## src/sv/lbra_pkg.sv

```systemverilog
`timescale 1ns / 1ps
// Shared constants, word types and the Pascal-triangle table for the row accumulator.
package lbra_pkg;

	localparam int COEFF_DEPTH = 128;
	localparam int MAX_CYCLES  = 33;

	localparam int COEF_W  = 32;
	localparam int ADDR_W  = $clog2(COEFF_DEPTH);
	localparam int CYC_W   = 6;
	localparam int WGT_W   = 6;
	localparam int SHIFT_W = 7;
	localparam int RIDX_W  = 7;
	localparam int BASE_W  = 11;

	localparam int ROW       = MAX_CYCLES + 1;
	localparam int ROM_DEPTH = ROW * ROW;
	localparam int ROM_AW    = $clog2(ROM_DEPTH);

	typedef enum logic [1:0] {
		OP_ACCUMULATE,
		OP_READ,
		OP_CLEAR,
		OP_NOP
	} lbra_op_t;

	typedef struct packed {
		lbra_op_t             operation;
		logic [CYC_W-1:0]     cycles;
		logic [WGT_W-1:0]     weight;
		logic [SHIFT_W-1:0]   deg_offset;
		logic [RIDX_W-1:0]    read_index;
	} lbra_cmd_t;

	typedef struct packed {
		logic signed [COEF_W-1:0] coefficient;
		logic                     wrapped;
		logic                     out_of_range;
	} lbra_result_t;

	typedef struct packed {
		logic              rd_en;
		logic [ADDR_W-1:0] rd_addr;
		logic              wr_en;
		logic [ADDR_W-1:0] wr_addr;
		logic [COEF_W-1:0] wr_data;
		logic              clr;
	} lbra_store_req_t;

	typedef logic [COEF_W-1:0] pascal_t [ROM_DEPTH];

	// row n of the triangle sits at n*ROW .. n*ROW+n
	function automatic pascal_t pascal_table();
		pascal_t t;
		for (int i = 0; i < ROM_DEPTH; i++) begin
			t[i] = '0;
		end
		for (int n = 0; n < ROW; n++) begin
			t[n*ROW] = COEF_W'(1);
			for (int k = 1; k <= n; k++) begin
				t[n*ROW+k] = t[(n-1)*ROW+k-1] + ((k < n) ? t[(n-1)*ROW+k] : '0);
			end
		end
		return t;
	endfunction

endpackage

```

## src/sv/lbra_store.sv

```systemverilog
`timescale 1ns / 1ps
// Coefficient store: memory with per-entry valid bits, one read and one write port.
module lbra_store (
	input  logic                         clk,
	input  logic                         arst_n,
	input  lbra_pkg::lbra_store_req_t    req,
	output logic [lbra_pkg::COEF_W-1:0]  rdata
);
	import lbra_pkg::*;

	logic [COEF_W-1:0]      mem_q [COEFF_DEPTH];
	logic [COEFF_DEPTH-1:0] valid_q;
	logic [COEF_W-1:0]      rd_data_q;
	logic                   rd_valid_q;

	always_ff @(posedge clk) begin
		if (req.wr_en) begin
			mem_q[req.wr_addr] <= req.wr_data;
		end
		if (req.rd_en) begin
			rd_data_q <= mem_q[req.rd_addr];
		end
	end

	// invalid entries read as zero; clear drops all valid bits at once
	always_ff @(posedge clk or negedge arst_n) begin
		if (!arst_n) begin
			valid_q    <= '0;
			rd_valid_q <= 1'b0;
		end else begin
			if (req.clr) begin
				valid_q <= '0;
			end else if (req.wr_en) begin
				valid_q[req.wr_addr] <= 1'b1;
			end
			if (req.rd_en) begin
				rd_valid_q <= valid_q[req.rd_addr];
			end
		end
	end

	assign rdata = rd_valid_q ? rd_data_q : '0;

endmodule

```

## config.mk

```make
export PLATFORM = sky130hd
export DESIGN_NAME = lbra_store
export DESIGN_NICKNAME = d
export VERILOG_FILES = /design/src/sv/lbra_pkg.sv /design/src/sv/lbra_store.sv
export SDC_FILE = /design/constraint.sdc
export NUM_CORES = 2
export LEC_CHECK = 0
export BUFFER_PORTS_ARGS = -buffer_cell sky130_fd_sc_hd__buf_2
export CAP_MARGIN = 20
export CORE_MARGIN = 5
export CORE_UTILIZATION = 45
export DETAILED_ROUTE_END_ITERATION = 8
export HOLD_SLACK_MARGIN = 0.15
export SLEW_MARGIN = 10
export SYNTH_ARGS = -nofsm -noshare
export SYNTH_HDL_FRONTEND = slang
export SYNTH_SLANG_ARGS = --single-unit
```

## constraint.sdc

```tcl
create_clock -name clk -period 2.11 [get_ports clk]
set_input_delay 0.1055 -clock clk [delete_from_list [all_inputs] [get_ports clk]]
set_output_delay 0.1055 -clock clk [all_outputs]
set_load 0.05 [all_outputs]
```

Word level (Yosys, flattened, before mapping) --
Memories as Yosys holds them, arrays and structs flattened. A register that Yosys moved wholly into a read port is not among the register bits. Cells that the tools add are included.
Word-level totals: register bits after elaboration 129, memories 1, bits of input ports 51, output and inout port bits 32, memory bits (read-only) 0, latch bits 0, memory bits (writable) 4096
Memories:
- mem_q | words 128, bits a word 32, rd ports 1, clocked after memory_dff 1, write ports 1, line lbra_store.sv:11 | logic [COEF_W-1:0] mem_q [COEFF_DEPTH];
Cells by class: shift operators 0, muxes and demuxes 9, multiply operators 0, order comparisons 3, div/mod/pow operators 0, $add $sub $neg 0, eq/ne operators 0, reductions and logical operators 2, bitwise operators 1
Operator list (count):
- 128-bit two-way mux | 2
- 128-bit OR | 1
- 32-bit two-way mux | 1
- 7-bit by 8-bit less-than comparator with 1-bit output (second input constant) | 2
- 1-bit binary-select mux with 7-bit select | 1
- 1-bit demux with 7-bit select | 1
- 7-bit by 1-bit >= comparator with 1-bit output (second input constant) | 1
- 1-bit two-way mux | 4
- 2-bit nonzero test | 1
- 1-bit logical AND | 1

Longest topological paths before layout --
word-level depth 7, gate-level depth with buffers 11, mapped depth without buffers 6

Least setup slack after synthesis --
Ideal clock, no wire load.
path type input-to-reg, start in req[34] in the netlist's numbering, end mem mem_q[106][0] (enable), buffers on the path 2, data arrival time 2.749 ns, setup slack -1.061 ns, stages 5, path through clkbuf_1 > or3b_2 > or2_2 > clkbuf_1 > nor2_1
RTL lines:
- start, declared | line lbra_store.sv:6 | input lbra_pkg::lbra_store_req_t req,
- end, declared | line lbra_store.sv:11
Straight into the memory's write port.

==> qor.yml <==
cp.arrival_ps: 3000
gr-total-overflow: 0
syn_avg_cell_area_um2: 24.44
relSlewSlack: 0.1711
top_layer: "met5"
synth_cell_types: 34
required_ps: 2830
cts.sinks: 4257
cts_tree: "done"
synthArstFlopShare: 0.03030
h-tree-depth: 5
synthesis.area_um2: 161500
grt_util_all_layers: 0.2409
cpMaxStageDelayCell: "mux4_2"
antenna_found_initial: 27
ys_warn_count: 0
finalHoldViolations: 0
synth_top_area_share: 0.7673
finalNetCount: 7726
critPathMaxFanout: 1
postRouteAntennaNets: 0
leakage_nw: 61.43
fp.coreArea_um2: 358400
cts_buffer_depth: 4
multiInputGateArea_um2: 34770
syn-instance-count: 6611
worst-setup-path-type: "reg2reg"
status: "finished, violations left"
drive_gt1_frac: 0.3825
cp_slowest_stage_delay_ps: 640
area_growth_pct: 20.10
drv_slew: 0
fp-row-count: 220
placed_area_um2: 178300
fmax_mhz: 437.5
yosys.area.top_type: "edfxtp_1"
grt_max_degree: 129
syn_nets: 6662
worst_hold_path_type: "in2reg"
grt_pass1_wl_mm: 628.4
worstMarginPinSlew_ps: 1243
reg2reg_from: "mem_q[6][25]"
ir_drop_mv: 0.7847
synth_edf_count: 4128
path_cells: "mux4_2 > mux4_2 > o22ai_4 > buf_8 > nor4_4"
rsz0062_at_grt: "true"
drc: 0
clk_pin_slew_ps: 60
firstDrtPassIters: 5
grt_pass1_vias: 79600
seq_area_frac_synth: 0.7873
final_cell_area_um2: 194000
die_w_um: 609.2
numCtsBuffers: 431
fill_cells: 26640
routed-wl-met3_mm: 36.61
ys_ff_latch: 4257
die_area_um2: 371100
p_per_area_nw_per_um2: 911.2
clkLatencyLatePin_ps: 1000
postRouteWirelength_mm: 450.1
worstHoldStart: "req[21]"
fin_crit_ps: 2286
io_pins: 83
endpoint_kind: "register"
place_congestion: 0.8374
seqCellArea_um2: 127200
maxCapViolations: 0
dpl.hpwl_mm: 267.8
die_h_um: 609.2
finish.utilization: 0.5414
finalWorstSetupSlack_ps: -175.8
place.port_buffers: 82
final_cell_mix: "4,128 x edfxtp_1, 1,303 x mux4_2, 436 x clkbuf_16"
initial_core_util: 0.4508
vias: 78010
final.setup_skew_ps: 53.92
drt_iter0_markers: 10340
mostFrequentLayoutCell: "edfxtp_1"
cp-start-kind: "register"
synth_area_leaders: "edfxtp_1 77%, mux4_2 18%, dfrtp_1 2.0%"
avgRoutedWirePerCell_um: 35.15
finalPower_mw: 176.8
ys.flop_type: "edfxtp_1"
worstSetupStartpoint: "mem_q[6][25]"
met1_length_mm: 177.4
wl_met2_mm: 221.0
setup_viol: 54
cts-root-buf: "clkbuf_16"
preCtsSetupSlack_ps: -1202
period_share: 1.083
viasPerCell: 6.092
worst_path_most_repeated_cell: "mux4_2"
violations: "negative setup slack"
[area by class of cell]
class,count,share of cell area
clock inverters,249,0.01110
flip-flops and latches,4257,0.6556
repair buffers,983,0.06519
inverters,3,0.00009673
diodes,12,0.0001548
multi-input cells,1999,0.1792
well taps,4773,0.03078
clock buffers,529,0.05791
[stage by stage]
step | cells | setup TNS (ps) | hold WS [ps]
after CTS | 12790 | -9738 | 150.3
after global routing | 12800 | -5688 | 193.4
final | 12810 | -3746 | 195.6
after floorplan | 6611 | -1257120 | -190.1
after global placement | 11940 | -28430 | 144.3
after detailed placement | 11940 | -29180 | 143.4
[worst max-delay path: cells and delay by family, from the launching register on]
family | cells | cell delay (ps)
AO/OA/AOI/OAI | 1 | 300
buffers and inverters | 1 | 190
flip-flops | 1 | 360
multiplexers | 2 | 1120
AND/OR/NAND/NOR | 1 | 50
[per-layer routing]
metal | global-route usage | up-vias
met4 | 0.07532 | 2
li1 | - | 30760
met5 | 0 | -
met2 | 0.3901 | 3636
met3 | 0.03514 | 620
met1 | 0.3428 | 43000
[cells in the mapped netlist, types with 5 or more instances]
master	instances
or2_2	5
nor4_1	32
mux2i_1	24
o22ai_1	128
mux4_2	1303
nand3_1	17
nand3b_1	6
edfxtp_1	4128
a22oi_1	7
buf_1	13
nand2_1	19
dfrtp_1	129
nor2b_1	8
buf_2	139
nor2_1	386
clkbuf_1	194
and2_1	33
[kinds of logic after synthesis]
kind of cell,after synthesis,synth area share
multiplexers,1331,0.1834
AND/OR/NAND/NOR,518,0.01372
buffers and inverters,355,0.009534
flip-flops,4257,0.7873
AO/OA/AOI/OAI,150,0.006033
[state kept, by name, summed over array words and instances (netlist names)]
register	count
valid_q	128
rd_valid_q	1
mem_q	4096
rd_data_q	32
[worst paths after layout]
| kind | cells past startpoint | slack [ps] | to |
|---|---|---|---|
| setup / recovery | 5 | -180 | rd_data_q[25] |
| hold / removal | 2 | 200 | mem_q[51][20] |
| setup reg to reg | 5 | -180 | rd_data_q[25] |
| min in group asynchronous | 4 | 600 | valid_q[116] |
| max in group asynchronous | 4 | 1170 | valid_q[72] |
| hold reg to reg | 2 | 490 | valid_q[18] |
[power by group]
group | switching, mW | total, mW | internal (mW)
clock network | 31.9 | 73.0 | 41.1
logic | 6.07 | 10.5 | 4.40
registers | 0.174 | 93.3 | 93.1
total | 38.2 | 177 | 139
[timing repair]
item,CTS,global route
setup buffers,1,5
hold endpoints to repair,6932,72
pin swaps,20,17
hold buffers,73,1
endpoints found under the setup margin,65,105
gates resized for setup,216,107
gates cloned,0,3
Note: power is estimated with default switching activity, not from simulation.
