### src/sv/lbra_pkg.sv
`timescale 1ns / 1ps
// Shared constants, word types and the Pascal-triangle table for the row accumulator.
package lbra_pkg;

	localparam int COEFF_DEPTH = 128;
	localparam int MAX_CYCLES  = 33;

	localparam int COEF_W  = 32;
	localparam int ADDR_W  = $clog2(COEFF_DEPTH);
	localparam int CYC_W   = 6;
	localparam int WGT_W   = 6;
	localparam int SHIFT_W = 7;
	localparam int RIDX_W  = 7;
	localparam int BASE_W  = 11;

	localparam int ROW       = MAX_CYCLES + 1;
	localparam int ROM_DEPTH = ROW * ROW;
	localparam int ROM_AW    = $clog2(ROM_DEPTH);

	typedef enum logic [1:0] {
		OP_ACCUMULATE,
		OP_READ,
		OP_CLEAR,
		OP_NOP
	} lbra_op_t;

	typedef struct packed {
		lbra_op_t             operation;
		logic [CYC_W-1:0]     cycles;
		logic [WGT_W-1:0]     weight;
		logic [SHIFT_W-1:0]   deg_offset;
		logic [RIDX_W-1:0]    read_index;
	} lbra_cmd_t;

	typedef struct packed {
		logic signed [COEF_W-1:0] coefficient;
		logic                     wrapped;
		logic                     out_of_range;
	} lbra_result_t;

	typedef struct packed {
		logic              rd_en;
		logic [ADDR_W-1:0] rd_addr;
		logic              wr_en;
		logic [ADDR_W-1:0] wr_addr;
		logic [COEF_W-1:0] wr_data;
		logic              clr;
	} lbra_store_req_t;

	typedef logic [COEF_W-1:0] pascal_t [ROM_DEPTH];

	// row n of the triangle sits at n*ROW .. n*ROW+n
	function automatic pascal_t pascal_table();
		pascal_t t;
		for (int i = 0; i < ROM_DEPTH; i++) begin
			t[i] = '0;
		end
		for (int n = 0; n < ROW; n++) begin
			t[n*ROW] = COEF_W'(1);
			for (int k = 1; k <= n; k++) begin
				t[n*ROW+k] = t[(n-1)*ROW+k-1] + ((k < n) ? t[(n-1)*ROW+k] : '0);
			end
		end
		return t;
	endfunction

endpackage

### src/sv/lbra_ctrl.sv
`timescale 1ns / 1ps
// Sequencer and shared add/subtract unit for the read-modify-write walk.
module lbra_ctrl (
	input  logic                          clk,
	input  logic                          arst_n,
	input  logic                          start,
	input  lbra_pkg::lbra_cmd_t           cmd,
	output logic                          busy,
	output logic                          done,
	output lbra_pkg::lbra_result_t        result,
	output lbra_pkg::lbra_store_req_t     store_req,
	input  logic [lbra_pkg::COEF_W-1:0]   store_rdata,
	output logic [lbra_pkg::ROM_AW-1:0]   rom_addr,
	input  logic [lbra_pkg::COEF_W-1:0]   rom_data
);
	import lbra_pkg::*;

	typedef enum logic [2:0] {
		ST_IDLE,
		ST_SETUP,
		ST_WALK,
		ST_DRAIN,
		ST_RDWAIT
	} state_t;

	state_t             state_q;
	lbra_cmd_t          cmd_q;
	logic [ADDR_W-1:0]  addr_q;
	logic [CYC_W-1:0]   k_q;
	logic               wrap_q;
	logic               issue_s1;
	logic [ADDR_W-1:0]  wr_addr_s1;
	logic               done_q;
	lbra_result_t       result_q;

	logic signed [BASE_W-1:0] base;
	logic signed [BASE_W-1:0] top_idx;
	logic                     acc_oor;
	logic                     rd_oor;
	logic                     sub;
	logic [COEF_W-1:0]        sum;
	logic                     cur_wrap;

	always_comb begin
		base    = BASE_W'(cmd_q.deg_offset) + BASE_W'(cmd_q.weight)
			- BASE_W'(cmd_q.cycles);
		top_idx = base + BASE_W'({cmd_q.cycles, 1'b0});
		acc_oor = (cmd_q.cycles > CYC_W'(MAX_CYCLES)) || (base < 0)
			|| (top_idx >= $signed(BASE_W'(COEFF_DEPTH)));
		rd_oor  = int'(cmd_q.read_index) >= COEFF_DEPTH;
		sub     = cmd_q.weight[0];
		sum     = sub ? (store_rdata - rom_data) : (store_rdata + rom_data);
		if (sub) begin
			cur_wrap = (store_rdata[COEF_W-1] != rom_data[COEF_W-1])
				&& (sum[COEF_W-1] != store_rdata[COEF_W-1]);
		end else begin
			cur_wrap = (store_rdata[COEF_W-1] == rom_data[COEF_W-1])
				&& (sum[COEF_W-1] != store_rdata[COEF_W-1]);
		end
	end

	always_comb begin
		store_req.rd_en   = (state_q == ST_WALK)
			|| ((state_q == ST_SETUP) && (cmd_q.operation == OP_READ) && !rd_oor);
		store_req.rd_addr = (state_q == ST_WALK) ? addr_q : ADDR_W'(cmd_q.read_index);
		store_req.wr_en   = issue_s1;
		store_req.wr_addr = wr_addr_s1;
		store_req.wr_data = sum;
		store_req.clr     = (state_q == ST_SETUP) && (cmd_q.operation == OP_CLEAR);
		rom_addr          = ROM_AW'(int'(cmd_q.cycles) * ROW + int'(k_q));
	end

	always_ff @(posedge clk or negedge arst_n) begin
		if (!arst_n) begin
			state_q    <= ST_IDLE;
			cmd_q      <= '0;
			addr_q     <= '0;
			k_q        <= '0;
			wrap_q     <= 1'b0;
			issue_s1   <= 1'b0;
			wr_addr_s1 <= '0;
			done_q     <= 1'b0;
			result_q   <= '0;
		end else begin
			done_q     <= 1'b0;
			issue_s1   <= 1'b0;
			wr_addr_s1 <= addr_q;
			if (issue_s1 && cur_wrap) begin
				wrap_q <= 1'b1;
			end
			case (state_q)
				ST_IDLE: begin
					if (start) begin
						cmd_q   <= cmd;
						state_q <= ST_SETUP;
					end
				end
				ST_SETUP: begin
					result_q <= '0;
					case (cmd_q.operation)
						OP_ACCUMULATE: begin
							if (acc_oor) begin
								result_q.out_of_range <= 1'b1;
								done_q                <= 1'b1;
								state_q               <= ST_IDLE;
							end else begin
								addr_q  <= ADDR_W'(base);
								k_q     <= '0;
								wrap_q  <= 1'b0;
								state_q <= ST_WALK;
							end
						end
						OP_READ: begin
							if (rd_oor) begin
								result_q.out_of_range <= 1'b1;
								done_q                <= 1'b1;
								state_q               <= ST_IDLE;
							end else begin
								state_q <= ST_RDWAIT;
							end
						end
						default: begin
							done_q  <= 1'b1;
							state_q <= ST_IDLE;
						end
					endcase
				end
				ST_WALK: begin
					issue_s1 <= 1'b1;
					if (k_q == cmd_q.cycles) begin
						state_q <= ST_DRAIN;
					end else begin
						k_q    <= k_q + CYC_W'(1);
						addr_q <= addr_q + ADDR_W'(2);
					end
				end
				ST_DRAIN: begin
					result_q.wrapped <= wrap_q | cur_wrap;
					done_q           <= 1'b1;
					state_q          <= ST_IDLE;
				end
				ST_RDWAIT: begin
					result_q.coefficient <= $signed(store_rdata);
					done_q               <= 1'b1;
					state_q              <= ST_IDLE;
				end
				default: begin
					state_q <= ST_IDLE;
				end
			endcase
		end
	end

	assign busy   = (state_q != ST_IDLE);
	assign done   = done_q;
	assign result = result_q;

endmodule

### config.mk
export PLATFORM = sky130hd
export DESIGN_NAME = lbra_ctrl
export DESIGN_NICKNAME = d
export VERILOG_FILES = /design/src/sv/lbra_pkg.sv /design/src/sv/lbra_ctrl.sv
export SDC_FILE = /design/constraint.sdc
export NUM_CORES = 1
export LEC_CHECK = 0
export BUFFER_PORTS_ARGS = -buffer_cell sky130_fd_sc_hd__buf_2
export CAP_MARGIN = 20
export CELL_PAD_IN_SITES_DETAIL_PLACEMENT = 0
export CELL_PAD_IN_SITES_GLOBAL_PLACEMENT = 1
export CORE_AREA = 2 2 129 131
export DETAILED_ROUTE_END_ITERATION = 10
export DIE_AREA = 0 0 131 133
export GPL_ROUTABILITY_DRIVEN = 0
export MAX_ROUTING_LAYER = met4
export PLACE_DENSITY_LB_ADDON = 0.08
export SYNTH_ARGS = -nofsm -noshare
export SYNTH_HDL_FRONTEND = slang
export SYNTH_SLANG_ARGS = --single-unit
### constraint.sdc
create_clock -name clk -period 5.9 [get_ports clk]
set_clock_uncertainty 0.1 [all_clocks]
set_input_delay 0.295 -clock clk [delete_from_list [all_inputs] [get_ports clk]]
set_output_delay 0.295 -clock clk [all_outputs]
set_load 0.02 [all_outputs]
; After elaboration in Yosys (flattened, before gate mapping)
; Cells that the tools add are included.
[op_classes]
muxes = 27
magnitude_cmp = 3
addsub = 8
eq_ne = 15
n_bitwise = 1
reduce_logical = 18
mul = 1
[ops]
columns = cell, count
row1 = 32-bit one-hot mux with 2 select lines, 1
row2 = 32-bit adder, 1
row3 = 32-bit 2-to-1 mux, 1
row4 = 32-bit subtractor, 1
row5 = 7-bit 2-to-1 mux, 4
row6 = 6-bit 2-to-1 mux, 3
row7 = 7-bit one-hot mux with 2 select lines, 1
row8 = 6-bit one-hot mux with 2 select lines, 1
row9 = 11-bit by 6-bit adder with 11-bit output, 1
row10 = 9-bit by 8-bit adder with 10-bit output, 1
row11 = "10-bit by 9-bit greater-or-equal comparator with 1-bit output, second input constant", 1
row12 = "6-bit by 5-bit multiplier with 10-bit output, second input constant", 1
row13 = "9-bit by 1-bit < comparator with 1-bit output, second input constant", 1
row14 = 3-bit one-hot mux with 3 select lines, 1
row15 = 8-bit by 6-bit subtractor with 9-bit output, 1
row16 = 7-bit by 6-bit adder with 8-bit output, 1
row17 = 1-bit 2-to-1 mux, 8
row18 = "7-bit by 2-bit adder with 7-bit output, second input constant", 1
row19 = "6-bit by 1-bit adder with 6-bit output, second input constant", 1
row20 = "3-bit by 2-bit equality test with 1-bit output, second input constant", 2
row21 = 6-bit equality test, 1
row22 = "6-bit > comparator, second input constant", 1
row23 = 3-bit 2-to-1 mux, 2
row24 = "2-bit inequality test, second input constant", 3
row25 = 20 further kinds, 33
[word_totals]
output_inout_bits = 96
reg_bits = 88
inputBits = 95
elab_cells = 88

; Depth between registers and ports, before layout
; Gate-level depths: netlist of run 1.
[depth]
ltp_word = 10
ltp_mapped = 21
depth_no_buf = 20

; Least setup slack after synthesis of run 1
; OpenSTA, ideal clock, no wires.
[synth_path]
path_kind = input-to-output
startpoint = input port rom_data[10] (netlist bit)
endpoint = output port store_req[32] (netlist bit)
stages = 15
n_path_buf = 0
arrival_time_ns = 3.939
required_time_ns = 5.505
slack_ns = 1.566
cell_sequence = or4_4 nor4_4 nand2_1 nor3_1 inv_1 nor3_2 a21oi_1 xnor2_1 ha_1 a21o_1 a21o_1 a211o_2 o31ai_1 nand2_1 xnor2_1
[synth_rtl]
columns = item, line
row1 = from (decl), lbra_ctrl.sv:14  ; input logic [lbra_pkg::COEF_W-1:0] rom_data
row2 = to (decl), lbra_ctrl.sv:11  ; output lbra_pkg::lbra_store_req_t store_req,

==> impl_metrics.py, run 1 <==
metrics = {
    "synthesis": {
        "postSynthAreaPerCell_um2": 9.16,
        "yosysTopAreaCell": "dfrtp_1",
        "synth-simple-area-share": 0.155,
        "ys_ff_latch": 88,
        "synth_edf_count": 0,
        "synth_top_area_share": 0.326,
        "synth_warnings": 0,
        "synth_xor_area_frac": 0.108,
        "synth_compound_gate_area_share": 0.199,
        "synthCells": 737,
        "synth-main-ff-cell": "dfrtp_1",
        "syn_area_um2": 6750,
        "synth_top_family_by_area": "compound AO/OA/AOI/OAI gates",
        "syn_nets": 900,
        "synth_area_leaders": "dfrtp_1 33%, ha_1 11%, xnor2_1 8.2%, a22o_1 4.7%, a21oi_1 3.9%",
        "async_flop_share": 1.00,
        "ys_seq_area_frac": 0.326,
        "synth_cell_types": 63,
        "synth_mux_area_frac": 0.0296,
        "synthAdderAreaFrac": 0.137,
    },
    "clocking": {
        "ctsHtreeMaxLevel": 3,
        "clock_latency_ps": 360,
        "clock-sinks": 88,
        "clk_pin_slew_ps": 70,
        "cts_buffers": 9,
        "clk_path_buf_depth": 2,
        "cts_tree": "done",
        "root_buffer": "clkbuf_16",
        "ctsResizeCount": 0,
    },
    "finish": {
        "diodes": 0,
        "final_common_cell": "buf_2",
        "instances_no_fill": 1148,
        "syn2layout_area_growth_pct": 22.3,
        "fin_nets": 1086,
        "final_cell_mix": "189 x buf_2, 88 x dfrtp_1, 64 x nand2_1, 63 x xnor2_1, 58 x ha_1",
        "fillers": 1556,
        "final_layout_size_suffix_gt1_frac": 0.270,
    },
    "sta": {
        "rsz0062_at_grt": "false",
        "max-slew-margin-rel": 0.504,
        "min_period_ps": 5120,
        "max_freq_mhz": 195,
        "setup_slack_ps": 781,
        "finalSetupViolCount": 0,
        "tightest_slew_ps": 725,
        "final_max_slew_viol_count": 0,
        "post-route-period-util": 0.868,
        "hold_viol": 0,
        "hold_slack_ps": 43.6,
        "tns_ps": 0,
    },
    "routing": {
        "wl_mm": 18.9,
        "detail-route-antenna-nets": 0,
        "wl_per_cell_um": 16.5,
        "vias": 6037,
        "drt_pre_antenna_iters": 4,
        "detail_route.vias_per_cell": 5.26,
        "drt_iter0_drc": 203,
        "drc": 0,
    },
    "grt": {
        "grt_start_max_net_pins": 53,
        "grt_use_total": 0.226,
        "gr-usage-met2": 0.381,
        "gr-usage-met1": 0.282,
        "grt_overflow": 0,
        "met3_usage": 0.0239,
        "grt_pass1_wl_mm": 30.2,
        "grt.busiest_layer": "met2",
        "grt_pass1_vias": 6083,
        "antenna_found_initial": 0,
    },
    "critical_path": {
        "crit_path_max_fanout": 6,
        "endpoint_kind": "output pin",
        "critical_path_class": "input pin to output pin",
        "crit_arrival_ps": 4720,
        "start_kind": "input pin",
        "cp.required_ps": 5510,
    },
    "floorplan": {
        "rows": 47,
        "dieArea_um2": 17400,
        "dieWidth_um": 131,
        "start_util": 0.418,
        "num_io_pins": 191,
        "fp.dieH_um": 133,
        "core_um2": 16200,
    },
    "placed_design": {
        "dp.cells": 1131,
        "dpl.hpwl_mm": 14.7,
        "dp_slack_ps": 831,
        "io_buffers": 190,
    },
    "worst_hold_path": {
        "hp-class": "input pin to flip-flop",
    },
    "status": {
        "status": "finished clean",
    },
    "job": {
        "drv_cap": 0,
    },
}
## logic make-up after synthesis
| kind of cell | count (synthesis) |
|---|---|
| adder cells (fa/ha/maj) | 68 |
| AO/OA/AOI/OAI | 201 |
| multiplexers | 18 |
| buffers and inverters | 80 |
| AND/OR/NAND/NOR | 199 |
| XOR/XNOR | 83 |
| flip-flops | 88 |
## critical path, stage by stage
cell and delay [ps]:
buf_2 110, or3_4 400, nor3_1 430, nand2_1 180, nor3_1 360, inv_1 130, nor3_2 330, a21oi_1 140
xnor2_1 140, ha_1 360, a21o_1 210, a21o_1 180, a211o_2 330, o31ai_1 430, nand2_1 180, xnor2_1 290
buf_2 220
## stage by stage
stage                     utilization  cell area, um^2
after global routing            0.511             8260
after CTS                       0.511             8260
after detailed placement        0.491             7940
after floorplan                     -             6750
final                           0.511             8260
after global placement          0.491             7940
## final timing paths
| check | from | to | slack (ps) | cells after the start |
|---|---|---|---|---|
| setup / recovery | rom_data[5] | store_req[32] | 780 | 17 |
| hold / removal | cmd[14] | cmd_q[14]$_DFFE_PN0P_ | 40 | 3 |
| setup reg to reg | cmd_q[14]$_DFFE_PN0P_ | addr_q[4]$_DFFE_PN0P_ | 1220 | 20 |
| hold reg to reg | addr_q[6]$_DFFE_PN0P_ | wr_addr_s1[6]$_DFF_PN0_ | 330 | 0 |
| max in group asynchronous | arst_n | cmd_q[21]$_DFFE_PN0P_ | 4290 | 3 |
| min in group asynchronous | arst_n | cmd_q[19]$_DFFE_PN0P_ | 350 | 2 |
## sequential cells by signal, summed over array words and instances, names as in the netlist
| register | count |
|---|---|
| issue_s1 | 1 |
| wr_addr_s1 | 7 |
| done | 1 |
| cmd_q | 28 |
| addr_q | 7 |
| state_q | 3 |
| wrap_q | 1 |
| result | 34 |
| k_q | 6 |
## metal layers
metal | up-vias | wire length (um)
met5 | - | 0
met4 | 0 | 326
met3 | 20 | 739
met2 | 138 | 9360
met1 | 2907 | 8470
li1 | 2972 | -
## cell usage after synthesis (all sizes together), types with 2 or more instances
master and count:
dfrtp 88, nand2 64, xnor2 63, ha 58
inv 57, a21oi 53, nor2 45, o21ai 43
a22o 36, nor3 20, xor2 20, clkbuf 18
a21o 17, mux2 16, fa 10, nor2b 10
nand2b 9, a31oi 8, nand4 8, nand3 7
o21bai 7, nor3b 6, o211ai 6, o31ai 6
a211oi 5, and3 5, nand3b 5, a211o 4
and2 4, buf 4, nor4 4, or3 4
o21a 3, or2 3, a21boi 2, a311oi 2
and4 2, mux2i 2, o211a 2, o2bb2ai 2
or2b 2
## final cells by class
cell class | instances | area [um^2] | area share
Inverter | 58 | 218 | 0.0264
Sequential cell | 88 | 2200 | 0.267
Clock buffer | 10 | 229 | 0.0277
Timing Repair Buffer | 197 | 1010 | 0.122
Multi-Input combinational cell | 569 | 4250 | 0.515
Clock inverter | 6 | 76.3 | 0.00924
Tap cell | 220 | 275 | 0.0333
## repair_timing
item / 4_1_cts / 5_1_grt
hold buffers: 1 / 0
setup buffers: 0 / 0
hold endpoints to repair: 36 / 0
Power of run 1 is left out: the tool's default activity adds up to more than one toggle a clock period on the data nets, which glitch-free logic cannot reach.
==> run 2, diff against run 1 <==
Settings changed: CORE_AREA 2 2 129 131 to 5 5 132 134, DIE_AREA 0 0 131 133 to 0 0 137 139.
==> run 2 against run 1 <==
Net effect:
- core utilization about the same
- critical path depth unchanged
- worst setup slack improved by 58 ps
- die area increased by 9.3%
- routed wire length up 1.8%
- register-to-register slack lost 50 ps
- non-clock buffer count decreased by 2
- maximum frequency increased by 1.2%
- cell count barely moved
- global-route usage fell by 1.8 points
- design area hardly changed
- clock-buffer cell count fell by 1
- critical endpoint unchanged
- largest cell class unchanged
- highest routed layer unchanged
==> impl_metrics.py, run 2 (same netlist as run 1, synthesis figures left out) <==
metrics = {
    "routing": {
        "vias": 6100,
        "detail_route.vias_per_cell": 5.32,
        "wl_per_cell_um": 16.8,
        "drt_pre_antenna_iters": 5,
        "drc": 0,
        "detail-route-antenna-nets": 0,
        "wl_mm": 19.2,
        "drt_iter0_drc": 283,
    },
    "worst_hold_path": {
        "hp-class": "input pin to flip-flop",
        "holdPathStages": 3,
    },
    "sta": {
        "post-route-period-util": 0.858,
        "hold_viol": 0,
        "tightest_slew_ps": 937,
        "min_period_ps": 5060,
        "max_freq_mhz": 198,
        "finalSetupViolCount": 0,
        "final_max_slew_viol_count": 0,
        "max-slew-margin-rel": 0.374,
        "tns_ps": 0,
        "rsz0062_at_grt": "false",
    },
    "clocking": {
        "root_buffer": "clkbuf_16",
        "clk_path_buf_depth": 2,
        "ctsResizeCount": 0,
        "cts_hold_buf": 1,
        "clk_pin_slew_ps": 70,
        "ctsHtreeMaxLevel": 3,
        "cts_buffers": 9,
        "clock-sinks": 88,
        "cts_tree": "done",
        "clock_latency_ps": 350,
        "post-cts-setup-buffer-count": 0,
    },
    "floorplan": {
        "core_um2": 16200,
        "start_util": 0.418,
        "num_io_pins": 191,
        "rows": 47,
        "dieArea_um2": 19000,
        "dieWidth_um": 137,
        "fp.dieH_um": 139,
    },
    "finish": {
        "final_cell_mix": "189 x buf_2, 88 x dfrtp_1, 64 x nand2_1, 63 x xnor2_1, 58 x ha_1",
        "fin_nets": 1084,
        "final_layout_size_suffix_gt1_frac": 0.270,
        "largest_reg_flops": 34,
        "final_common_cell": "buf_2",
        "syn2layout_area_growth_pct": 22.3,
    },
    "critical_path": {
        "r2r_cells": 20,
        "crit_arrival_ps": 4670,
        "critical_path_class": "input pin to output pin",
        "critPathBufInv": 3,
        "cp.required_ps": 5510,
        "critical_path_depth": 17,
        "max_stage_delay_ps": 460,
        "endpoint_kind": "output pin",
        "start_kind": "input pin",
        "crit_path_max_fanout": 6,
        "crit_slowest_cell": "nor3_1",
        "crit_chain": "buf_2, or3_4, nor3_1, nand2_1, nor3_1, inv_1, nor3_2, a21oi_1, xnor2_1, ha_1, a21o_1, a21o_1, a211o_2, o31ai_1, nand2_1, xnor2_1, buf_2",
        "cpLargestDelayFamily": "simple AND/OR/NAND/NOR gates",
    },
    "placed_design": {
        "dpl.hpwl_mm": 15.2,
        "io_buffers": 190,
    },
    "grt": {
        "grt_pass1_wl_mm": 30.8,
        "antenna_found_initial": 1,
        "grt_pass1_vias": 6296,
        "grt_start_max_net_pins": 53,
        "grt_use_total": 0.208,
        "grt_overflow": 0,
    },
    "job": {
        "drv_cap": 0,
    },
    "status": {
        "status": "finished clean",
    },
}
-- run 2: cell types whose count changed in the layout (fill, tap and decap cells not counted), sizes merged --
cell and delta:
buf -2, clkbuf -1, clkinv -1, clkinvlp +1
diode +1, inv +1
-- run 2: worst paths after layout --
check	startpoint	end	slack, ps
min in group asynchronous	arst_n	cmd_q[25]$_DFFE_PN0P_	350
setup reg to reg	cmd_q[14]$_DFFE_PN0P_	addr_q[4]$_DFFE_PN0P_	1170
setup / recovery	rom_data[5]	store_req[32]	840
max in group asynchronous	arst_n	addr_q[6]$_DFFE_PN0P_	4290
hold reg to reg	addr_q[6]$_DFFE_PN0P_	wr_addr_s1[6]$_DFF_PN0_	350
hold / removal	cmd[18]	cmd_q[18]$_DFFE_PN0P_	50
-- run 2: layer usage --
metal	share of wire	global-route usage
met1	0.43	0.250
met2	0.49	0.345
met3	0.054	0.0410
met4	0.025	0.0709
met5	0	-
-- run 2: cell type report --
type                            instances  area (um^2)
Fill cell                            1583         7920
Sequential cell                        88         2200
Tap cell                              220          275
Multi-Input combinational cell        569         4250
Antenna cell                            1         2.50
Inverter                               58          218
Clock inverter                          7         85.1
Clock buffer                            9          225
Timing Repair Buffer                  195          993
-- run 2: worst min-delay path, delay by kind of cell --
family                 cells  cell delay [ps]
buffers and inverters      1               70
and+or+nand+nor            1               30
AOI/OAI and AO/OA          1               60
-- run 2: stage by stage --
| stage | hold WS [ps] | cells | setup slack, ps | utilization | area [um^2] |
|---|---|---|---|---|---|
| after detailed placement | 199 | 1129 | 842 | 0.491 | 7930 |
| after global routing | 46.9 | 1147 | 612 | 0.510 | 8260 |
| after CTS | 31.7 | 1146 | 820 | 0.510 | 8250 |
| final | 46.7 | 1147 | 840 | 0.510 | 8260 |
| after global placement | 194 | 1129 | 915 | 0.491 | 7930 |
| after floorplan | -101 | 737 | 1570 | - | 6750 |
Power of run 2 is left out for the same reason.
